**src/hw/rtl/prrt_pkg.sv**
```systemverilog
package prrt_pkg;

    localparam int MaxRegions = 64;
    localparam int IdxW       = $clog2(MaxRegions);
    localparam int CntW       = $clog2(MaxRegions + 1);
    localparam int AddrW      = 48;
    localparam int WordW      = 64;

    typedef enum logic [1:0] {
        OP_CLEAR    = 2'd0,
        OP_LOAD     = 2'd1,
        OP_RELOCATE = 2'd2,
        OP_SPARE    = 2'd3
    } t_op;

    typedef enum logic [2:0] {
        ST_PASSED    = 3'd0,
        ST_RELOCATED = 3'd1,
        ST_NO_REGION = 3'd2,
        ST_STORED    = 3'd3,
        ST_FULL      = 3'd4,
        ST_CLEARED   = 3'd5
    } t_status;

    localparam logic [3:0] RegSourceBase  = 4'h0;
    localparam logic [3:0] RegSourceLimit = 4'h8;

    typedef struct packed {
        logic [1:0]       op;
        logic [AddrW-1:0] region_first;
        logic [AddrW-1:0] region_past;
        logic [AddrW-1:0] target_first;
        logic [WordW-1:0] data_word;
    } t_in_item;

    typedef struct packed {
        logic [WordW-1:0] out_word;
        logic [2:0]       status;
    } t_out_item;

    typedef enum logic [1:0] {
        S_IDLE,
        S_SCAN,
        S_FINISH,
        S_OUT
    } t_state;

    // controller -> datapath
    typedef struct packed {
        logic capture;    // take the input item
        logic clear;      // empty the table
        logic load;       // store captured entry
        logic scan_start; // reset scan index
        logic scan_step;  // check one entry
        logic finish;     // form result
    } t_cmd;

    // datapath -> controller
    typedef struct packed {
        t_op  op;
        logic in_range;
        logic hit;
        logic scan_last;
    } t_stat;

endpackage

```
**src/hw/rtl/prrt_ctrl.sv**
```systemverilog
module prrt_ctrl import prrt_pkg::*; (
    input  logic  i_clk,
    input  logic  i_rst_n,
    input  logic  i_in_valid,
    output logic  o_in_ready,
    output logic  o_out_valid,
    input  logic  i_out_ready,
    input  t_stat i_stat,
    output t_cmd  o_cmd
);

    t_state r_state, n_state;

    always_ff @(posedge i_clk) begin
        if (!i_rst_n) begin
            r_state <= S_IDLE;
        end else begin
            r_state <= n_state;
        end
    end

    always_comb begin
        n_state     = r_state;
        o_cmd       = '0;
        o_in_ready  = 1'b0;
        o_out_valid = 1'b0;
        case (r_state)
            S_IDLE: begin
                o_in_ready = 1'b1;
                if (i_in_valid) begin
                    o_cmd.capture    = 1'b1;
                    o_cmd.scan_start = 1'b1;
                    n_state          = S_FINISH;
                end
            end
            S_FINISH: begin
                // decide action on the captured item
                if (i_stat.op == OP_RELOCATE && i_stat.in_range) begin
                    o_cmd.scan_step = 1'b1;
                    n_state = (i_stat.hit || i_stat.scan_last) ? S_SCAN : S_FINISH;
                    if (i_stat.hit || i_stat.scan_last) begin
                        n_state = S_SCAN;
                    end
                end else begin
                    o_cmd.clear  = (i_stat.op == OP_CLEAR);
                    o_cmd.load   = (i_stat.op == OP_LOAD);
                    o_cmd.finish = 1'b1;
                    n_state      = S_OUT;
                end
            end
            S_SCAN: begin
                o_cmd.finish = 1'b1;
                n_state      = S_OUT;
            end
            S_OUT: begin
                o_out_valid = 1'b1;
                if (i_out_ready) begin
                    n_state = S_IDLE;
                end
            end
            default: n_state = S_IDLE;
        endcase
    end

    assert property (@(posedge i_clk) disable iff (!i_rst_n)
        (o_in_ready && i_in_valid) |=> !o_out_valid)
        else $error("result shown right after accept");
    assert property (@(posedge i_clk) disable iff (!i_rst_n)
        !(o_in_ready && o_out_valid))
        else $error("ready and valid together");
    assert property (@(posedge i_clk) disable iff (!i_rst_n)
        o_cmd.scan_step |-> (r_state == S_FINISH))
        else $error("scan outside scan phase");

endmodule

```
**config.mk**
```make
export PLATFORM = sky130hd
export DESIGN_NAME = prrt_ctrl
export DESIGN_NICKNAME = d
export VERILOG_FILES = /design/src/hw/rtl/prrt_pkg.sv /design/src/hw/rtl/prrt_ctrl.sv
export SDC_FILE = /design/constraint.sdc
export NUM_CORES = 1
export LEC_CHECK = 0
export ABC_AREA = 1
export BUFFER_PORTS_ARGS = -buffer_cell sky130_fd_sc_hd__clkbuf_2
export CORE_AREA = 2 2 39 41
export CTS_BUF_LIST = sky130_fd_sc_hd__clkbuf_4
export CTS_CLUSTER_DIAMETER = 200
export DETAILED_ROUTE_END_ITERATION = 12
export DIE_AREA = 0 0 41 43
export SYNTH_ARGS = -nofsm -noshare
export SYNTH_HDL_FRONTEND = slang
export SYNTH_SLANG_ARGS = --single-unit
export TNS_END_PERCENT = 10
```
**constraint.sdc**
```tcl
create_clock -name i_clk -period 2.13 [get_ports i_clk]
set_clock_uncertainty 0.1 [all_clocks]
set_input_delay 0.3195 -clock i_clk [delete_from_list [all_inputs] [get_ports i_clk]]
set_output_delay 0.3195 -clock i_clk [all_outputs]
set_load 0.05 [all_outputs]
```
==> impl_metrics.toml <==
[placed_design]
io_buffers = 16
routabilityCongestion = 0.6928
hpwl_um = 482.5
dp.cells = 71

[setup_path]
r2r_end = "r_state[1]$_SDFFE_PN0P_"
arrival_ps = 1480
worstSetupPathType = "flip-flop to primary output"
start_kind = "flip-flop"
crit_fanout = 5
slowest_stage = "dfxtp_1"
slowest_delay_ps = 390
cp.buffers_inverters = 2
critPathCaptureType = "primary output"
reg2reg_from = "r_state[1]$_SDFFE_PN0P_"
r2r_slack_ps = 730
critPathTopFamily = "buffers and inverters"
reg2regPathDepth = 8
required_ps = 1710
crit_chain = "inv_1 > ha_1 > a21boi_1 > clkbuf_2"

[logic_synthesis]
yosysWarnings = 0
synth_edf_count = 0
synth.most_common_cell = "inv_1"
syn_inst = 40
netlist_area_um2 = 274.0
async_flop_share = 0
ys_top_cells_by_count = "inv_1 (8), ha_1 (5), nand2_1 (4)"
yosys.area.top_type = "ha_1"
ys_types = 18
synth_area_per_cell_um2 = 6.850
synth_nets = 54
yosysTopAreaCellShare = 0.2283
synth_top_flop_cell = "dfxtp_1"
ys_seq_area_frac = 0.1461
ys_ff_latch = 2
synth_area_leaders = "ha_1 (23%), dfxtp_1 (15%), inv_1 (11%), nand2_1 (5.5%), nand2_2 (4.6%)"

[finish]
nets = 74
num-fill-cells = 152
drive_gt1_frac = 0.4828
fin_util = 0.2812
n_antenna_cell = 0
area_growth_pct = 42.01
stdcell_count = 74

[power]
ir_drop_mv = 0.1864
power.leakage_nw = 0.2218
power.density_mw_per_mm2 = 742.3

[min_path]
min_from = "i_rst_n"
whs_endpoint = "r_state[1]$_SDFFE_PN0P_"
hold_class = "input pin to flip-flop"
min_delay_path_depth = 3

[grt]
grt_usage = 0.07515
grt_pass1_wl_um = 910
antenna_found_initial = 0
grt_pass1_vias = 251
grt_max_degree = 6
grt_overflow = 0

[job]
cap_viol_max_count = 0

[route]
routed_wl_um = 560
first_pass_iters = 2
ant_nets = 0
wl_per_cell_um = 7.568
via_per_inst = 4.108
vias = 304
initialDrtViolationCount = 3
drc = 0

[clocking]
cts_tree = "built"
cts_resized = 0
cts.sinks = 2
ctsRootBufferMaster = "clkbuf_4"
post_cts_buffers = 0
numCtsBuffers = 3
cts-htree-levels = 1
cts_buffer_depth = 2
hold_buffers = 0
worstSkewPairLatency_ps = 230
clkSlewWorstSetupHoldPaths_ps = 30

[die]
start_util = 0.1980
die_h_um = 43
pin_count = 17
die_w_um = 41
dieArea_mm2 = 0.001763
rows = 14
core_mm2 = 0.001384

[timing]
rsz0062_at_grt = "false"
finalHoldViolCount = 0
relSlewSlack = 0.8125
period_needed_ps = 1902
finalCritPeriodShare = 0.8928
max_freq_ghz = 0.5258
finalMaxSlewViolations = 0
worstMarginPinSlew_ps = 282.4
setup_viol = 0

[status]
status = "completed"
==> logic make-up after synthesis <==
logic type               synth area share
AO/OA/AOI/OAI                      0.1142
adder cells (fa/ha/maj)            0.2283
buffers and inverters              0.1644
flip-flops                         0.1461
AND/OR/NAND/NOR                    0.3470
==> cell type report <==
cell class                 instances  area (um^2)  share of cell area
clock buffer                       3        22.52             0.05788
inverter                          10        37.54             0.09646
multi-input combinational         27        188.9              0.4855
sequential                         2        40.04              0.1029
tap                               16        20.02             0.05145
timing repair buffer              16        80.08              0.2058
==> tightest hold or removal path, delay by kind of cell <==
family | cells | cell delay [ps]
buf+inv | 2 | 150
compound gates | 1 | 40
==> power breakdown <==
| part | internal (W) | switching (W) | total [W] |
|---|---|---|---|
| Sequential | 0.0000429 | 0.00000631 | 0.0000492 |
| Clock | 0.0000624 | 0.0000243 | 0.0000867 |
| Combinational | 0.0000423 | 0.000111 | 0.000153 |
| Total | 0.000148 | 0.000141 | 0.000289 |
==> layout by cell type, fill, tap and decap left out <==
cell type	synthesis	routed
a21boi_1	1	1
a21oi_1	1	1
a21oi_2	1	1
clkbuf_2	0	16
clkbuf_4	0	3
dfxtp_1	2	2
ha_1	5	5
inv_1	8	8
inv_2	2	2
nand2_1	4	4
nand2_2	2	2
nand2_4	1	1
nand3_1	2	2
nand3_2	1	1
nand4_1	1	1
nor2_1	2	2
nor2_2	2	2
nor3_1	2	2
o21ai_1	2	2
==> through the flow <==
stage | hold WS [ps] | cell area, um^2 | power, W | TNS, ps | setup slack (ps)
after detailed placement | 419.8 | 366.6 | 0.0002036 | 0 | 454.4
after global routing | 250.3 | 389.1 | 0.0003161 | 0 | 146.6
after CTS | 224.7 | 389.1 | 0.0002956 | 0 | 206.1
final | 227.2 | 389.1 | 0.0002888 | 0 | 228.3
after global placement | 411.4 | 366.6 | 0.0002035 | 0 | 465.4
after floorplan | 359.7 | 274.0 | 0.0001741 | -47.98 | -23.99
==> layer usage <==
layer,part of all wire,vias up,track usage
li1,-,161,-
met1,0.45,132,0.08946
met2,0.48,9,0.1094
met3,0.050,2,0.03141
met4,0.021,0,0.04000
met5,0,-,0
==> worst max-delay path by stage <==
stage,from,to,slack (ps),cells after the start
after global placement,r_state[1]$_SDFFE_PN0P_,o_cmd[0],470,4
after detailed placement,r_state[1]$_SDFFE_PN0P_,o_cmd[0],450,4
after global routing,r_state[1]$_SDFFE_PN0P_,o_cmd[0],150,4
after CTS,r_state[1]$_SDFFE_PN0P_,o_cmd[0],210,4
after floorplan,flip-flop,o_cmd[3],-20,4
final,r_state[1]$_SDFFE_PN0P_,o_cmd[0],230,4
(Power assumes the default switching activity.)
